`config.mk`:
```
export PLATFORM = sky130hd
export DESIGN_NAME = ordered_list_engine_flat
export DESIGN_NICKNAME = d
export VERILOG_FILES = /design/src/hw/rtl/ole_pkg.sv /design/src/hw/rtl/ole_stream_if.sv /design/src/hw/rtl/ole_node_ram.sv /design/src/hw/rtl/ole_free_pool.sv /design/src/hw/rtl/ole_ctrl.sv /design/src/hw/rtl/ordered_list_engine.sv /design/src/flat_wrapper.sv
export VERILOG_INCLUDE_DIRS = /design/src /design/src/hw/rtl
export SDC_FILE = /design/constraint.sdc
export NUM_CORES = 2
export LEC_CHECK = 0
export ABC_AREA = 1
export BUFFER_PORTS_ARGS = -buffer_cell sky130_fd_sc_hd__buf_2
export CAP_MARGIN = 20
export CORE_MARGIN = 2
export CORE_UTILIZATION = 35
export DETAILED_ROUTE_END_ITERATION = 10
export GPL_ROUTABILITY_DRIVEN = 0
export PLACE_DENSITY = 0.57
export SLEW_MARGIN = 20
export SYNTH_ARGS = -nofsm -noshare
export SYNTH_HDL_FRONTEND = slang
export SYNTH_SLANG_ARGS = --single-unit
```
`constraint.sdc`:
```
create_clock -name clk -period 5 [get_ports clk]
set_input_delay 0.5 -clock clk [delete_from_list [all_inputs] [get_ports clk]]
set_output_delay 0.5 -clock clk [all_outputs]
set_load 0.05 [all_outputs]
```
`src/hw/rtl/ordered_list_engine_assert.svh`:
```
// Assertion macros for the ordered list engine.
// Included by files that carry concurrent checks; needs nothing else.
`ifndef ORDERED_LIST_ENGINE_ASSERT_SVH
`define ORDERED_LIST_ENGINE_ASSERT_SVH

// Same-cycle implication, disabled while reset is low.
`define OLE_ASSERT_SAME(label, clk, rst_n, ante, cons) \
  label: assert property (@(posedge clk) disable iff (!rst_n) (ante) |-> (cons)) \
    else $error("ole: same-cycle check failed");

// Next-cycle implication, disabled while reset is low.
`define OLE_ASSERT_NEXT(label, clk, rst_n, ante, cons) \
  label: assert property (@(posedge clk) disable iff (!rst_n) (ante) |=> (cons)) \
    else $error("ole: next-cycle check failed");

`endif

```
`src/hw/rtl/ole_pkg.sv`:
```
// Shared types and constants of the ordered list engine.
// No dependencies.
package ole_pkg;

  localparam int CAPACITY_DEF = 64;
  localparam int VAL_W        = 32;
  localparam int POS_W        = 7;
  localparam int IDX_W        = 6;
  localparam int CNT_W        = 7;

  // Input request payload
  typedef struct packed {
    logic [2:0]              opcode;
    logic signed [VAL_W-1:0] data_value;
    logic [POS_W-1:0]        position;
  } ole_in_t;

  // Result payload
  typedef struct packed {
    logic                    ok;
    logic signed [VAL_W-1:0] removed_value;
    logic [IDX_W-1:0]        found_index;
    logic [CNT_W-1:0]        item_count;
    logic                    is_empty;
  } ole_out_t;

  // Free pool strobes: take hands out a slot, put returns one
  typedef struct packed {
    logic take;
    logic put;
  } ole_pool_ctl_t;

  // Node memory field write enables
  typedef struct packed {
    logic wr_value;
    logic wr_next;
    logic wr_prev;
  } ole_wr_ctl_t;

endpackage

```
`src/hw/rtl/ole_stream_if.sv`:
```
// Valid/ready stream channel carrying one payload of type T.
// No dependencies; the payload type is set where the channel is instantiated.
interface ole_stream_if #(parameter type T = logic) ();
  logic valid;
  logic ready;
  T     data;

  modport source (output valid, output data, input ready);
  modport sink   (input valid, input data, output ready);
endinterface

```
`src/hw/rtl/ole_node_ram.sv`:
```
// Node memory: value, next link and prev link of every slot in one word.
// One write port with per-field enables, one read port with registered data.
// Depends on ole_pkg.
module ole_node_ram import ole_pkg::*; #(
  parameter int CAPACITY = CAPACITY_DEF
) (
  input  logic                     clk,
  input  ole_wr_ctl_t              wr_ctl,
  input  logic [$clog2(CAPACITY)-1:0] wr_addr,
  input  logic [VAL_W-1:0]         wr_val,
  input  logic [$clog2(CAPACITY)-1:0] wr_nxt,
  input  logic [$clog2(CAPACITY)-1:0] wr_prv,
  input  logic [$clog2(CAPACITY)-1:0] rd_addr,
  output logic [VAL_W-1:0]         rd_val,
  output logic [$clog2(CAPACITY)-1:0] rd_nxt,
  output logic [$clog2(CAPACITY)-1:0] rd_prv
);

  localparam int SW     = $clog2(CAPACITY);
  localparam int NXT_LO = VAL_W;
  localparam int PRV_LO = VAL_W + SW;
  localparam int NW     = VAL_W + 2 * SW;

  logic [NW-1:0] mem_r [CAPACITY];
  logic [NW-1:0] rd_data_r;

  // Field-masked write, read-first registered read
  always_ff @(posedge clk) begin
    if (wr_ctl.wr_value) mem_r[wr_addr][VAL_W-1:0]   <= wr_val;
    if (wr_ctl.wr_next)  mem_r[wr_addr][NXT_LO +: SW] <= wr_nxt;
    if (wr_ctl.wr_prev)  mem_r[wr_addr][PRV_LO +: SW] <= wr_prv;
    rd_data_r <= mem_r[rd_addr];
  end

  assign rd_val = rd_data_r[VAL_W-1:0];
  assign rd_nxt = rd_data_r[NXT_LO +: SW];
  assign rd_prv = rd_data_r[PRV_LO +: SW];

endmodule

```
`src/hw/rtl/ole_free_pool.sv`:
```
// Free slot pool: a stack memory of returned slots plus a high-water counter
// for slots never handed out. Allocated slot is valid the cycle after take.
// Depends on ole_pkg.
module ole_free_pool import ole_pkg::*; #(
  parameter int CAPACITY = CAPACITY_DEF
) (
  input  logic                        clk,
  input  logic                        rst_n,
  input  ole_pool_ctl_t               ctl,
  input  logic [$clog2(CAPACITY)-1:0] rel_slot,
  output logic [$clog2(CAPACITY)-1:0] alloc_slot
);

  localparam int SW = $clog2(CAPACITY);
  localparam int CW = $clog2(CAPACITY + 1);

  logic [SW-1:0] mem_r [CAPACITY];
  logic [CW-1:0] top_r;
  logic [CW-1:0] hwm_r;
  logic          from_stack_r;
  logic [SW-1:0] stack_rd_r;
  logic [SW-1:0] hwm_slot_r;
  logic [CW-1:0] top_dec;

  assign top_dec = top_r - CW'(1);

  // Stack memory: push at top, pop reads the entry below top
  always_ff @(posedge clk) begin
    if (ctl.put) mem_r[top_r[SW-1:0]] <= rel_slot;
    if (ctl.take) begin
      stack_rd_r <= mem_r[top_dec[SW-1:0]];
      hwm_slot_r <= hwm_r[SW-1:0];
    end
  end

  // Stack depth and high-water mark; take and put never coincide
  always_ff @(posedge clk) begin
    if (!rst_n) begin
      top_r        <= '0;
      hwm_r        <= '0;
      from_stack_r <= 1'b0;
    end else if (ctl.take) begin
      if (top_r != '0) begin
        top_r        <= top_dec;
        from_stack_r <= 1'b1;
      end else begin
        hwm_r        <= hwm_r + CW'(1);
        from_stack_r <= 1'b0;
      end
    end else if (ctl.put) begin
      top_r <= top_r + CW'(1);
    end
  end

  assign alloc_slot = from_stack_r ? stack_rd_r : hwm_slot_r;

endmodule

```
`src/hw/rtl/ole_ctrl.sv`:
```
// Sequencer of the ordered list engine: walks links through the node memory,
// issues link writes and slot alloc/free, and builds one result per request.
// Depends on ole_pkg.
module ole_ctrl import ole_pkg::*; #(
  parameter int CAPACITY = CAPACITY_DEF
) (
  input  logic                        clk,
  input  logic                        rst_n,
  input  logic                        in_valid,
  input  ole_in_t                     in_data,
  output logic                        in_ready,
  output logic                        res_valid,
  output ole_out_t                    res_data,
  input  logic                        res_ready,
  output logic [$clog2(CAPACITY)-1:0] rd_addr,
  input  logic [VAL_W-1:0]            rd_val,
  input  logic [$clog2(CAPACITY)-1:0] rd_nxt,
  input  logic [$clog2(CAPACITY)-1:0] rd_prv,
  output ole_wr_ctl_t                 wr_ctl,
  output logic [$clog2(CAPACITY)-1:0] wr_addr,
  output logic [VAL_W-1:0]            wr_val,
  output logic [$clog2(CAPACITY)-1:0] wr_nxt,
  output logic [$clog2(CAPACITY)-1:0] wr_prv,
  output ole_pool_ctl_t               pool_ctl,
  output logic [$clog2(CAPACITY)-1:0] rel_slot,
  input  logic [$clog2(CAPACITY)-1:0] alloc_slot
);

  localparam int SW = $clog2(CAPACITY);
  localparam int CW = $clog2(CAPACITY + 1);
  localparam int PW = (CW > POS_W) ? CW : POS_W;
  localparam int XW = (SW > IDX_W) ? SW : IDX_W;

  localparam logic [2:0] OP_INSERT    = 3'd0;
  localparam logic [2:0] OP_REM_FRONT = 3'd1;
  localparam logic [2:0] OP_REM_BACK  = 3'd2;
  localparam logic [2:0] OP_REM_VALUE = 3'd3;
  localparam logic [2:0] OP_SEARCH    = 3'd4;

  localparam logic [3:0] S_IDLE    = 4'd0;
  localparam logic [3:0] S_WALK    = 4'd1;
  localparam logic [3:0] S_INS_NEW = 4'd2;
  localparam logic [3:0] S_INS_L1  = 4'd3;
  localparam logic [3:0] S_INS_L2  = 4'd4;
  localparam logic [3:0] S_REM_RD  = 4'd5;
  localparam logic [3:0] S_SRCH    = 4'd6;
  localparam logic [3:0] S_RV_L1   = 4'd7;
  localparam logic [3:0] S_RV_L2   = 4'd8;
  localparam logic [3:0] S_PUSH    = 4'd9;

  // Where an insert lands
  localparam logic [1:0] K_EMPTY = 2'd0;
  localparam logic [1:0] K_FRONT = 2'd1;
  localparam logic [1:0] K_BACK  = 2'd2;
  localparam logic [1:0] K_MID   = 2'd3;

  logic [3:0]       state_r,  state_nxt;
  logic [SW-1:0]    head_r,   head_nxt;
  logic [SW-1:0]    tail_r,   tail_nxt;
  logic [CW-1:0]    count_r,  count_nxt;
  logic [2:0]       op_r,     op_nxt;
  logic [VAL_W-1:0] val_r,    val_nxt;
  logic [SW-1:0]    pos_r,    pos_nxt;
  logic [1:0]       kind_r,   kind_nxt;
  logic [SW-1:0]    idx_r,    idx_nxt;
  logic [SW-1:0]    cur_r,    cur_nxt;
  logic [SW-1:0]    before_r, before_nxt;
  logic [SW-1:0]    after_r,  after_nxt;
  ole_out_t         res_r,    res_nxt;

  logic [CW-1:0] count_inc;
  logic [CW-1:0] count_dec;
  logic [PW-1:0] pos_x;
  logic [PW-1:0] cnt_x;
  logic          full;
  logic          idx_is_last;
  logic          ins_done;

  function automatic ole_out_t mk_res(input logic ok, input logic [VAL_W-1:0] removed,
                                      input logic [SW-1:0] idx, input logic [CW-1:0] cnt);
    ole_out_t      r;
    logic [XW-1:0] ix;
    logic [PW-1:0] cx;
    ix              = XW'(idx);
    cx              = PW'(cnt);
    r.ok            = ok;
    r.removed_value = removed;
    r.found_index   = ix[IDX_W-1:0];
    r.item_count    = cx[CNT_W-1:0];
    r.is_empty      = (cnt == '0);
    return r;
  endfunction

  assign count_inc   = count_r + CW'(1);
  assign count_dec   = count_r - CW'(1);
  assign pos_x       = PW'(in_data.position);
  assign cnt_x       = PW'(count_r);
  assign full        = (count_r == CW'(CAPACITY));
  assign idx_is_last = (CW'(idx_r) == count_dec);

  assign in_ready  = (state_r == S_IDLE);
  assign res_valid = (state_r == S_PUSH);
  assign res_data  = res_r;

  // Sequencer; memory writes land before the next request can read them
  always_comb begin
    state_nxt  = state_r;
    head_nxt   = head_r;
    tail_nxt   = tail_r;
    count_nxt  = count_r;
    op_nxt     = op_r;
    val_nxt    = val_r;
    pos_nxt    = pos_r;
    kind_nxt   = kind_r;
    idx_nxt    = idx_r;
    cur_nxt    = cur_r;
    before_nxt = before_r;
    after_nxt  = after_r;
    res_nxt    = res_r;
    rd_addr    = rd_nxt;
    wr_ctl     = '0;
    wr_addr    = '0;
    wr_val     = val_r;
    wr_nxt     = '0;
    wr_prv     = '0;
    pool_ctl   = '0;
    rel_slot   = cur_r;
    ins_done   = 1'b0;

    case (state_r)
      S_IDLE: begin
        rd_addr = (in_data.opcode == OP_REM_BACK) ? tail_r : head_r;
        if (in_valid) begin
          op_nxt    = in_data.opcode;
          val_nxt   = in_data.data_value;
          pos_nxt   = pos_x[SW-1:0];
          cur_nxt   = head_r;
          idx_nxt   = '0;
          state_nxt = S_PUSH;
          res_nxt   = mk_res(1'b0, '0, '0, count_r);
          case (in_data.opcode)
            OP_INSERT: begin
              if (!(pos_x > cnt_x) && !full) begin
                pool_ctl.take = 1'b1;
                if (count_r == '0) begin
                  kind_nxt  = K_EMPTY;
                  state_nxt = S_INS_NEW;
                end else if (pos_x == '0) begin
                  kind_nxt  = K_FRONT;
                  state_nxt = S_INS_NEW;
                end else if (pos_x == cnt_x) begin
                  kind_nxt  = K_BACK;
                  state_nxt = S_INS_NEW;
                end else begin
                  kind_nxt  = K_MID;
                  state_nxt = S_WALK;
                end
              end
            end
            OP_REM_FRONT, OP_REM_BACK: begin
              if (count_r != '0) state_nxt = S_REM_RD;
            end
            OP_REM_VALUE, OP_SEARCH: begin
              if (count_r != '0) state_nxt = S_SRCH;
            end
            default: ;
          endcase
        end
      end

      // One link per cycle until the slot at the insert position is in hand
      S_WALK: begin
        if (idx_r == pos_r) begin
          before_nxt = rd_prv;
          state_nxt  = S_INS_NEW;
        end else begin
          cur_nxt = rd_nxt;
          idx_nxt = idx_r + SW'(1);
        end
      end

      S_INS_NEW: begin
        wr_ctl  = '{wr_value: 1'b1, wr_next: 1'b1, wr_prev: 1'b1};
        wr_addr = alloc_slot;
        wr_nxt  = (kind_r == K_FRONT) ? head_r : cur_r;
        wr_prv  = (kind_r == K_BACK) ? tail_r : before_r;
        if (kind_r == K_EMPTY) ins_done = 1'b1;
        else state_nxt = S_INS_L1;
      end

      S_INS_L1: begin
        case (kind_r)
          K_FRONT: begin
            wr_ctl.wr_prev = 1'b1;
            wr_addr        = head_r;
            wr_prv         = alloc_slot;
          end
          K_BACK: begin
            wr_ctl.wr_next = 1'b1;
            wr_addr        = tail_r;
            wr_nxt         = alloc_slot;
          end
          default: begin
            wr_ctl.wr_next = 1'b1;
            wr_addr        = before_r;
            wr_nxt         = alloc_slot;
          end
        endcase
        if (kind_r == K_MID) state_nxt = S_INS_L2;
        else ins_done = 1'b1;
      end

      S_INS_L2: begin
        wr_ctl.wr_prev = 1'b1;
        wr_addr        = cur_r;
        wr_prv         = alloc_slot;
        ins_done       = 1'b1;
      end

      // End removal: node word of head or tail is on the read port
      S_REM_RD: begin
        pool_ctl.put = 1'b1;
        rel_slot     = (op_r == OP_REM_BACK) ? tail_r : head_r;
        if (count_r == CW'(1)) begin
          head_nxt = '0;
          tail_nxt = '0;
        end else if (op_r == OP_REM_BACK) begin
          tail_nxt = rd_prv;
        end else begin
          head_nxt = rd_nxt;
        end
        count_nxt = count_dec;
        res_nxt   = mk_res(1'b1, rd_val, '0, count_dec);
        state_nxt = S_PUSH;
      end

      // Value scan from the head, one node per cycle
      S_SRCH: begin
        if (rd_val == val_r) begin
          if (op_r == OP_SEARCH) begin
            res_nxt   = mk_res(1'b1, '0, idx_r, count_r);
            state_nxt = S_PUSH;
          end else begin
            pool_ctl.put = 1'b1;
            if (idx_r == '0) begin
              if (count_r == CW'(1)) begin
                head_nxt = '0;
                tail_nxt = '0;
              end else begin
                head_nxt = rd_nxt;
              end
              count_nxt = count_dec;
              res_nxt   = mk_res(1'b1, '0, '0, count_dec);
              state_nxt = S_PUSH;
            end else if (idx_is_last) begin
              tail_nxt  = rd_prv;
              count_nxt = count_dec;
              res_nxt   = mk_res(1'b1, '0, '0, count_dec);
              state_nxt = S_PUSH;
            end else begin
              before_nxt = rd_prv;
              after_nxt  = rd_nxt;
              state_nxt  = S_RV_L1;
            end
          end
        end else if (idx_is_last) begin
          state_nxt = S_PUSH;
        end else begin
          cur_nxt = rd_nxt;
          idx_nxt = idx_r + SW'(1);
        end
      end

      // Unlink an inner node
      S_RV_L1: begin
        wr_ctl.wr_next = 1'b1;
        wr_addr        = before_r;
        wr_nxt         = after_r;
        state_nxt      = S_RV_L2;
      end

      S_RV_L2: begin
        wr_ctl.wr_prev = 1'b1;
        wr_addr        = after_r;
        wr_prv         = before_r;
        count_nxt      = count_dec;
        res_nxt        = mk_res(1'b1, '0, '0, count_dec);
        state_nxt      = S_PUSH;
      end

      S_PUSH: begin
        if (res_ready) state_nxt = S_IDLE;
      end

      default: state_nxt = S_IDLE;
    endcase

    // Insert completion: head/tail update and count
    if (ins_done) begin
      case (kind_r)
        K_EMPTY: begin
          head_nxt = alloc_slot;
          tail_nxt = alloc_slot;
        end
        K_FRONT: head_nxt = alloc_slot;
        K_BACK:  tail_nxt = alloc_slot;
        default: ;
      endcase
      count_nxt = count_inc;
      res_nxt   = mk_res(1'b1, '0, '0, count_inc);
      state_nxt = S_PUSH;
    end
  end

  // Control state
  always_ff @(posedge clk) begin
    if (!rst_n) begin
      state_r <= S_IDLE;
      head_r  <= '0;
      tail_r  <= '0;
      count_r <= '0;
    end else begin
      state_r <= state_nxt;
      head_r  <= head_nxt;
      tail_r  <= tail_nxt;
      count_r <= count_nxt;
    end
  end

  // Request payload and walk registers
  always_ff @(posedge clk) begin
    op_r     <= op_nxt;
    val_r    <= val_nxt;
    pos_r    <= pos_nxt;
    kind_r   <= kind_nxt;
    idx_r    <= idx_nxt;
    cur_r    <= cur_nxt;
    before_r <= before_nxt;
    after_r  <= after_nxt;
    res_r    <= res_nxt;
  end

endmodule

```
`src/hw/rtl/ordered_list_engine.sv`:
```
// ordered_list_engine: bounded ordered list in a linked node memory. Depends on
// ole_pkg, ole_stream_if, ole_node_ram, ole_free_pool, ole_ctrl, assert macros.
// One request in flight; the next is accepted in the cycle after its result is registered.
// Sync reset clears control; memories are not cleared.
`include "ordered_list_engine_assert.svh"

module ordered_list_engine import ole_pkg::*; #(
  parameter int CAPACITY = CAPACITY_DEF
) (
  input  logic         clk,
  input  logic         rst_n,
  ole_stream_if.sink   in_req,
  ole_stream_if.source out_rsp
);

  localparam int SW = $clog2(CAPACITY);

  logic          ctrl_in_ready;
  logic          res_valid;
  logic          res_ready;
  ole_out_t      res_data;
  logic [SW-1:0] rd_addr;
  logic [VAL_W-1:0] rd_val;
  logic [SW-1:0] rd_nxt;
  logic [SW-1:0] rd_prv;
  ole_wr_ctl_t   wr_ctl;
  logic [SW-1:0] wr_addr;
  logic [VAL_W-1:0] wr_val;
  logic [SW-1:0] wr_nxt;
  logic [SW-1:0] wr_prv;
  ole_pool_ctl_t pool_ctl;
  logic [SW-1:0] rel_slot;
  logic [SW-1:0] alloc_slot;
  ole_in_t       in_data;

  logic          out_valid_r;
  ole_out_t      out_data_r;

  assign in_data      = in_req.data;
  assign in_req.ready = ctrl_in_ready;

  ole_ctrl #(.CAPACITY(CAPACITY)) u_ctrl (
    .clk        (clk),
    .rst_n      (rst_n),
    .in_valid   (in_req.valid),
    .in_data    (in_data),
    .in_ready   (ctrl_in_ready),
    .res_valid  (res_valid),
    .res_data   (res_data),
    .res_ready  (res_ready),
    .rd_addr    (rd_addr),
    .rd_val     (rd_val),
    .rd_nxt     (rd_nxt),
    .rd_prv     (rd_prv),
    .wr_ctl     (wr_ctl),
    .wr_addr    (wr_addr),
    .wr_val     (wr_val),
    .wr_nxt     (wr_nxt),
    .wr_prv     (wr_prv),
    .pool_ctl   (pool_ctl),
    .rel_slot   (rel_slot),
    .alloc_slot (alloc_slot)
  );

  ole_node_ram #(.CAPACITY(CAPACITY)) u_node_ram (
    .clk     (clk),
    .wr_ctl  (wr_ctl),
    .wr_addr (wr_addr),
    .wr_val  (wr_val),
    .wr_nxt  (wr_nxt),
    .wr_prv  (wr_prv),
    .rd_addr (rd_addr),
    .rd_val  (rd_val),
    .rd_nxt  (rd_nxt),
    .rd_prv  (rd_prv)
  );

  ole_free_pool #(.CAPACITY(CAPACITY)) u_free_pool (
    .clk        (clk),
    .rst_n      (rst_n),
    .ctl        (pool_ctl),
    .rel_slot   (rel_slot),
    .alloc_slot (alloc_slot)
  );

  // Output register: decouples result delivery from the next request
  assign res_ready = !out_valid_r || out_rsp.ready;

  always_ff @(posedge clk) begin
    if (!rst_n) begin
      out_valid_r <= 1'b0;
    end else if (res_valid && res_ready) begin
      out_valid_r <= 1'b1;
    end else if (out_rsp.ready) begin
      out_valid_r <= 1'b0;
    end
  end

  always_ff @(posedge clk) begin
    if (res_valid && res_ready) out_data_r <= res_data;
  end

  assign out_rsp.valid = out_valid_r;
  assign out_rsp.data  = out_data_r;

  // Checks
  `OLE_ASSERT_NEXT(a_busy_after_accept, clk, rst_n, in_req.valid && in_req.ready, !in_req.ready)
  `OLE_ASSERT_NEXT(a_result_held, clk, rst_n, res_valid && !res_ready, res_valid && $stable(res_data))
  `OLE_ASSERT_NEXT(a_result_loaded, clk, rst_n, res_valid && res_ready, out_rsp.valid && out_rsp.data == $past(res_data))
  `OLE_ASSERT_SAME(a_no_accept_pending, clk, rst_n, res_valid, !in_req.ready)

endmodule

```
`src/flat_wrapper.sv`:
```
// flat-port wrapper written by rule: the top's interface ports become plain ports
module ordered_list_engine_flat import ole_pkg::*;
#(
  parameter int CAPACITY = CAPACITY_DEF
)
  (clk, rst_n, in_req_valid, in_req_data, in_req_ready, out_rsp_valid, out_rsp_data, out_rsp_ready);
  ole_stream_if #(.T(ole_in_t)) in_req_i ();
  ole_stream_if #(.T(ole_out_t)) out_rsp_i ();
  input  logic clk;
  input  logic rst_n;
  input wire logic [$bits(in_req_i.valid)-1:0] in_req_valid;
  input wire logic [$bits(in_req_i.data)-1:0] in_req_data;
  output wire logic [$bits(in_req_i.ready)-1:0] in_req_ready;
  output wire logic [$bits(out_rsp_i.valid)-1:0] out_rsp_valid;
  output wire logic [$bits(out_rsp_i.data)-1:0] out_rsp_data;
  input wire logic [$bits(out_rsp_i.ready)-1:0] out_rsp_ready;
  assign in_req_i.valid = in_req_valid;
  assign in_req_i.data = in_req_data;
  assign in_req_ready = in_req_i.ready;
  assign out_rsp_valid = out_rsp_i.valid;
  assign out_rsp_data = out_rsp_i.data;
  assign out_rsp_i.ready = out_rsp_ready;
  ordered_list_engine #(.CAPACITY(CAPACITY)) u_core (.clk(clk), .rst_n(rst_n), .in_req(in_req_i), .out_rsp(out_rsp_i));
endmodule
```
# Yosys cells after proc, flatten, opt, wreduce, memory -nomap -nowiden
# Memories as Yosys holds them, arrays and structs flattened. A register that Yosys moved wholly into a read port is not among the register bits.
# Cells that the tools add are included.
# totals
mem_bits_ro,0
reg_bits,206
wordCells,248
output_inout_bits,49
in_bits,46
ramBits,3200
mem_count,2
latchBits,0
# classes
add_sub_neg,6
shift,0
mux,111
n_reduce_logical,44
n_lt_le_gt_ge,1
bitwise,6
multipliers,0
n_eq_ne,49
n_div,0
# memory_table
memory,depth,width,read_ports,rd_clocked_by_memory_dff,write_ports,line,rtl
u_core.u_node_ram.mem_r,64,44,1,1,1,ole_node_ram.sv:24,logic [NW-1:0] mem_r [CAPACITY];
u_core.u_free_pool.mem_r,64,6,1,1,1,ole_free_pool.sv:17,logic [SW-1:0] mem_r [CAPACITY];
# ops
operator,n
$mux W47,5
$mux W6,39
$pmux W47 S4,1
$mux W4,14
$mux W7,8
$pmux W6 S3,3
$pmux W6 S2,4
$pmux W4 S9,1
$eq A32 B32 Y1,1
$pmux W6 S5,1
$logic_not A7 Y1,4
$ne A2 B2 Y1 const B,13
$mux W1,24
$pmux W6 S4,1
$add A7 B1 Y7 const B,3
$ne A3 B3 Y1 const B,7
$eq A4 B3 Y1 const B,4
$reduce_and A4 Y1,4
$reduce_or A2 Y1,8
$pmux W7 S2,1
$reduce_and A7 Y1,2
$reduce_bool A7 Y1,2
$sub A7 B1 Y7 const B,2
$ne A4 B4 Y1 const B,3
38 further kinds,62

# Logic depth before layout (Yosys ltp)
# logic_depth
depth_word,9
ltp_mapped,17
mapped_depth_nobuf,17

# Hierarchy
# A second synthesis with hierarchy kept.
# unflattened
hier_cells,12273
hier_area_um2,142057.5
# modules_own_cells
module,seq_area_each_um2,n_inst,area_each_um2,cells_per_inst
ole_node_ram,85441.9,1,114960.3,9479
ole_free_pool,12171.7,1,17713.2,1696
ole_ctrl,3493.4,1,7921.3,1044
ordered_list_engine,1431.4,1,1462.7,54

# Worst setup path before layout
# OpenSTA, ideal clock, no wires.
# synth_timing
path_kind,reg-to-reg
from,register u_core.u_ctrl.state_r[1]
to,register u_core.u_free_pool.top_r[2]
arrival_time_ns,3.984
period_less_slack_ns,4.100
setup_slack_ns,0.900
t_required_ns,4.884
setup_ns,0.116
path_buffers,0
stages_incl_launch_ff,13
cell_sequence,dfxtp_1 > inv_2 > nand2_2 > nor2_8 > inv_6 > nor2_1 > inv_1 > nor2_2 > inv_1 > nand3_1 > o21ai_0 > nor2_1 > nor2_1
# synth_rtl
item,line,rtl
from (decl),ole_ctrl.sv:57,"logic [3:0] state_r, state_nxt;"
from (signal assigned),ole_ctrl.sv:323,state_r <= state_nxt;
to (signal assigned),ole_free_pool.sv:44,top_r <= top_dec;
to (signal assigned),ole_free_pool.sv:51,top_r <= top_r + CW'(1);
to (decl),ole_free_pool.sv:18,logic [CW-1:0] top_r;

# Final worst setup path
# layout_timing
from,register u_core.u_ctrl.kind_r[1]
to,"memory u_core.u_node_ram.mem_r[18][32] (netlist name), enable pin"
# layout_between
elab_chain_len,5
elab_cells_between_ends,8
classes_between,2 x eq/ne; 6 x mux
# layout_lines
item,line,rtl
from (decl),ole_ctrl.sv:64,"logic [1:0] kind_r, kind_nxt;"
from (signal assigned),ole_ctrl.sv:335,kind_r <= kind_nxt;
$eq A2 B1 Y1,ole_ctrl.sv:192,case (kind_r)
$mux W1,ole_ctrl.sv:192,
$pmux W1 S2,ole_ctrl.sv:130,case (state_r)
$mux W1,ole_node_ram.sv:30,if (wr_ctl.wr_next) mem_r[wr_addr][NXT_LO +: SW] <= wr_nxt;
$mux W1 (not written as such),ole_node_ram.sv:30,
to (decl),ole_node_ram.sv:24,
# Several ways; a longest one is shown, not always the timed one.

==> flow_summary.yaml <==
clock_tree:
  clkSinkCount: 3455
  cts_buffers: 368
  cts_max_level: 5
  cts_tree: "done"
  clkLatencyLatePin_ns: 0.98
  clkTransAtPathRegs_ns: 0.06
  cts_root_buffer: "clkbuf_16"
  clk_path_buf_depth: 4
  ctsResizeCount: 0
final_layout:
  area_growth_pct: 14.13
  multi_input_area_sq_um: 34820
  final_net_count: 14682
  utilization_pct: 40.18
  fillCellCount: 40708
  layout-drive-gt1-share_pct: 7.712
  register_area_sq_um: 102500
setup_path:
  cp_cell_sequence: "inv_1, ha_1, nand2_1, inv_1, nor2_1, o31ai_1, nand2_1, nor2_1, nand2_1, nor2_1"
  crit_buf_inv: 2
  start_kind: "flop"
  worstPathArrival_ns: 5.00
  critical_path.max_fanout: 14
  required_ns: 5.57
  crit_path_end_kind: "flop"
  cp_slowest_stage_delay_ns: 0.97
  cpLargestDelayFamily: "simple AND/OR/NAND/NOR gates"
  path_class: "flop to flop"
  crit_slowest_cell: "nor2_1"
floorplanning:
  io_pins: 95
  rows: 240
  core-area_sq_um: 427900
  start_util_pct: 35.21
  fp.dieArea_sq_um: 435700
  die_height_um: 660.1
  die_w_um: 660.1
routing:
  routed_wl_um: 469700
  viasPerCell: 5.054
  dr.pass1.iters: 6
  drc: 0
  antenna_left: 0
  drt-wirelength-per-cell_um: 22.78
  drtIter0Drc: 12402
  vias: 104197
yosys:
  yosysTopAreaCell: "edfxtp_1"
  synth_nets: 14551
  yosysTopAreaCellShare_pct: 66.45
  ys_seq_area_share_pct: 68.06
  yosys.cell_types.count: 52
  avgSynthCellArea_sq_um: 10.40
  yosys_warnings: 0
  syn_inst: 14484
  synth.area.top_cells: "edfxtp_1, nand3_1, nand2_1"
  synth_seq_cells: 3455
  syn-cell-area_sq_um: 150700
pwr:
  powerDensity_nw_per_um2: 706.4
  irDropWorstVdd_mv: 0.8496
  leakage_nw: 69.80
sta:
  hold_viol: 0
  holdWs_ns: 0.1926
  setup_violations: 0
  finalSetupTns_ns: 0
  rsz0062_at_grt: "no"
  finClkSkew_ns: 0.05031
  relSlewSlack_pct: 19.65
  fmax_mhz: 225.9
  drv_slew: 0
  min_period_ns: 4.427
  post-route-period-util_pct: 88.53
  worstMarginPinSlew_ns: 1.201
min_path:
  hold_path_class: "input port to flop"
global_route:
  grt-ovfl-total: 0
  grt_pass1_wl_um: 681300
  antenna_found_initial: 12
  track_usage_pct: 21.05
  grt_max_degree: 199
  grt_pass1_vias: 96873
place:
  port_buffers: 94
  place.detailed.hpwl_um: 283400
status:
  outcome: "finished clean"
job:
  drv_cap: 0
-- cell usage after synthesis (all sizes together) --
master,n
nand3,3054
o21ai,204
o22ai,13
clkbuf,228
or2,11
a31oi,3
ha,21
nor3b,2
a211oi,1
o32ai,48
clkinv,6
o311ai,1
nor2,597
inv,2820
o21bai,6
nor3,14
o21a,1
buf,540
nor2b,2
a311oi,1
xnor2,27
nand2,3153
o2111ai,2
nand4,23
nor4,1
xor2,23
a21o,1
a21oi,49
mux2i,48
a221o,5
dfxtp,121
edfxtp,3334
o211ai,58
o221ai,60
nand3b,5
o31ai,1
-- worst register-to-register path: stages (launching register included) --
cell and delay, ns:
edfxtp_1 0.42, inv_1 0.10, ha_1 0.40, nand2_1 0.12, inv_1 0.10, nor2_1 0.05
o31ai_1 0.75, nand2_1 0.19, nor2_1 0.60, nand2_1 0.31, nor2_1 0.97
-- layout make-up --
cell class / count / area share, %
antenna: 6 / 0.008732
tap: 5687 / 4.138
clock buffer: 486 / 5.784
sequential: 3455 / 59.63
inverter: 2826 / 6.188
clock inverter: 194 / 1.084
timing repair buffer: 529 / 2.911
multi-input combinational: 7435 / 20.25
-- layout by cell type, fill, tap and decap left out, types with 94 or more instances in the layout --
cell,n
buf_2,94
buf_4,297
clkbuf_16,371
dfxtp_1,120
edfxtp_1,3334
inv_1,2805
nand2_1,3145
nand3_1,3049
nor2_1,519
o21ai_0,194
-- sequential cells by signal (all words and copies together) (netlist names), 4 cells and up --
signal	flops
u_core.u_ctrl.tail_r	6
u_core.u_free_pool.top_r	7
u_core.u_ctrl.cur_r	6
u_core.u_ctrl.pos_r	6
u_core.u_node_ram.mem_r	2816
u_core.u_free_pool.mem_r	384
u_core.u_ctrl.idx_r	6
u_core.u_ctrl.res_data	47
u_core.u_free_pool.hwm_slot_r	6
u_core.out_rsp.data	47
u_core.u_free_pool.hwm_r	6
u_core.u_ctrl.cnt_x	7
u_core.u_ctrl.state_r	4
u_core.u_ctrl.before_r	6
u_core.u_ctrl.head_r	6
u_core.u_node_ram.rd_data_r	44
u_core.u_free_pool.stack_rd_r	6
u_core.u_ctrl.wr_val	32
u_core.u_ctrl.after_r	6
-- report_power, final --
group / internal [mW] / total, mW / switching (mW)
clock: 15.3 / 27.1 / 11.7
sequential: 34.7 / 35.7 / 0.992
combinational: 15.2 / 58.7 / 43.6
total: 65.2 / 121 / 56.3
-- logic make-up after synthesis --
group | after synthesis | share of synthesized area [%]
muxes | 48 | 0.3189
buffers and inverters | 3594 | 9.417
DFF | 3455 | 68.06
AOI/OAI and AO/OA | 454 | 1.940
and+or+nand+nor | 6862 | 19.80
adders and majority gates | 21 | 0.1744
xor gates and xnor gates | 50 | 0.2907
-- through the flow --
stage / worst slack [ns] / area [sq um] / power, mW / instances
5_1_grt: 0.3200 / 171900 / 127.2 / 20614
2_1_floorplan: 0.8999 / 150700 / 70.41 / 14484
3_3_place_gp: 0.4100 / 159700 / 94.22 / 19887
3_5_place_dp: 0.3346 / 159700 / 94.35 / 19888
6_report: 0.5734 / 172000 / 121.5 / 20618
4_1_cts: 0.6243 / 171900 / 121.3 / 20611
-- final timing paths --
check	startpoint	to	slack, ns	cells past startpoint
worst min register to register	u_core.u_ctrl.res_data[0]$_DFFE_PP_	u_core.out_rsp.data[0]$_DFFE_PP_	0.38	0
worst max register to register	u_core.u_ctrl.kind_r[1]$_SDFFCE_PP0P_	u_core.u_node_ram.mem_r[18][32]$_DFFE_PP_	0.57	10
worst max-delay path	u_core.u_ctrl.kind_r[1]$_SDFFCE_PP0P_	u_core.u_node_ram.mem_r[18][32]$_DFFE_PP_	0.57	10
worst min-delay path	in_req_data[6]	u_core.u_ctrl.kind_r[1]$_SDFFCE_PP0P_	0.19	5
-- routing by layer --
| layer | track usage [%] | wire length (um) | vias to the layer above |
|---|---|---|---|
| li1 | - | - | 47980 |
| met1 | 29.43 | 197600 | 50802 |
| met2 | 32.53 | 209300 | 4636 |
| met3 | 3.512 | 41150 | 775 |
| met4 | 8.662 | 21630 | 4 |
| met5 | 0 | 27 | - |
-- repair_timing --
| action | CTS | global route |
|---|---|---|
| endpoints found under the hold margin | 45 | 0 |
| setup buffers | 0 | 0 |
| hold buffers | 43 | 0 |
Note: power is estimated with default switching activity, not from simulation.
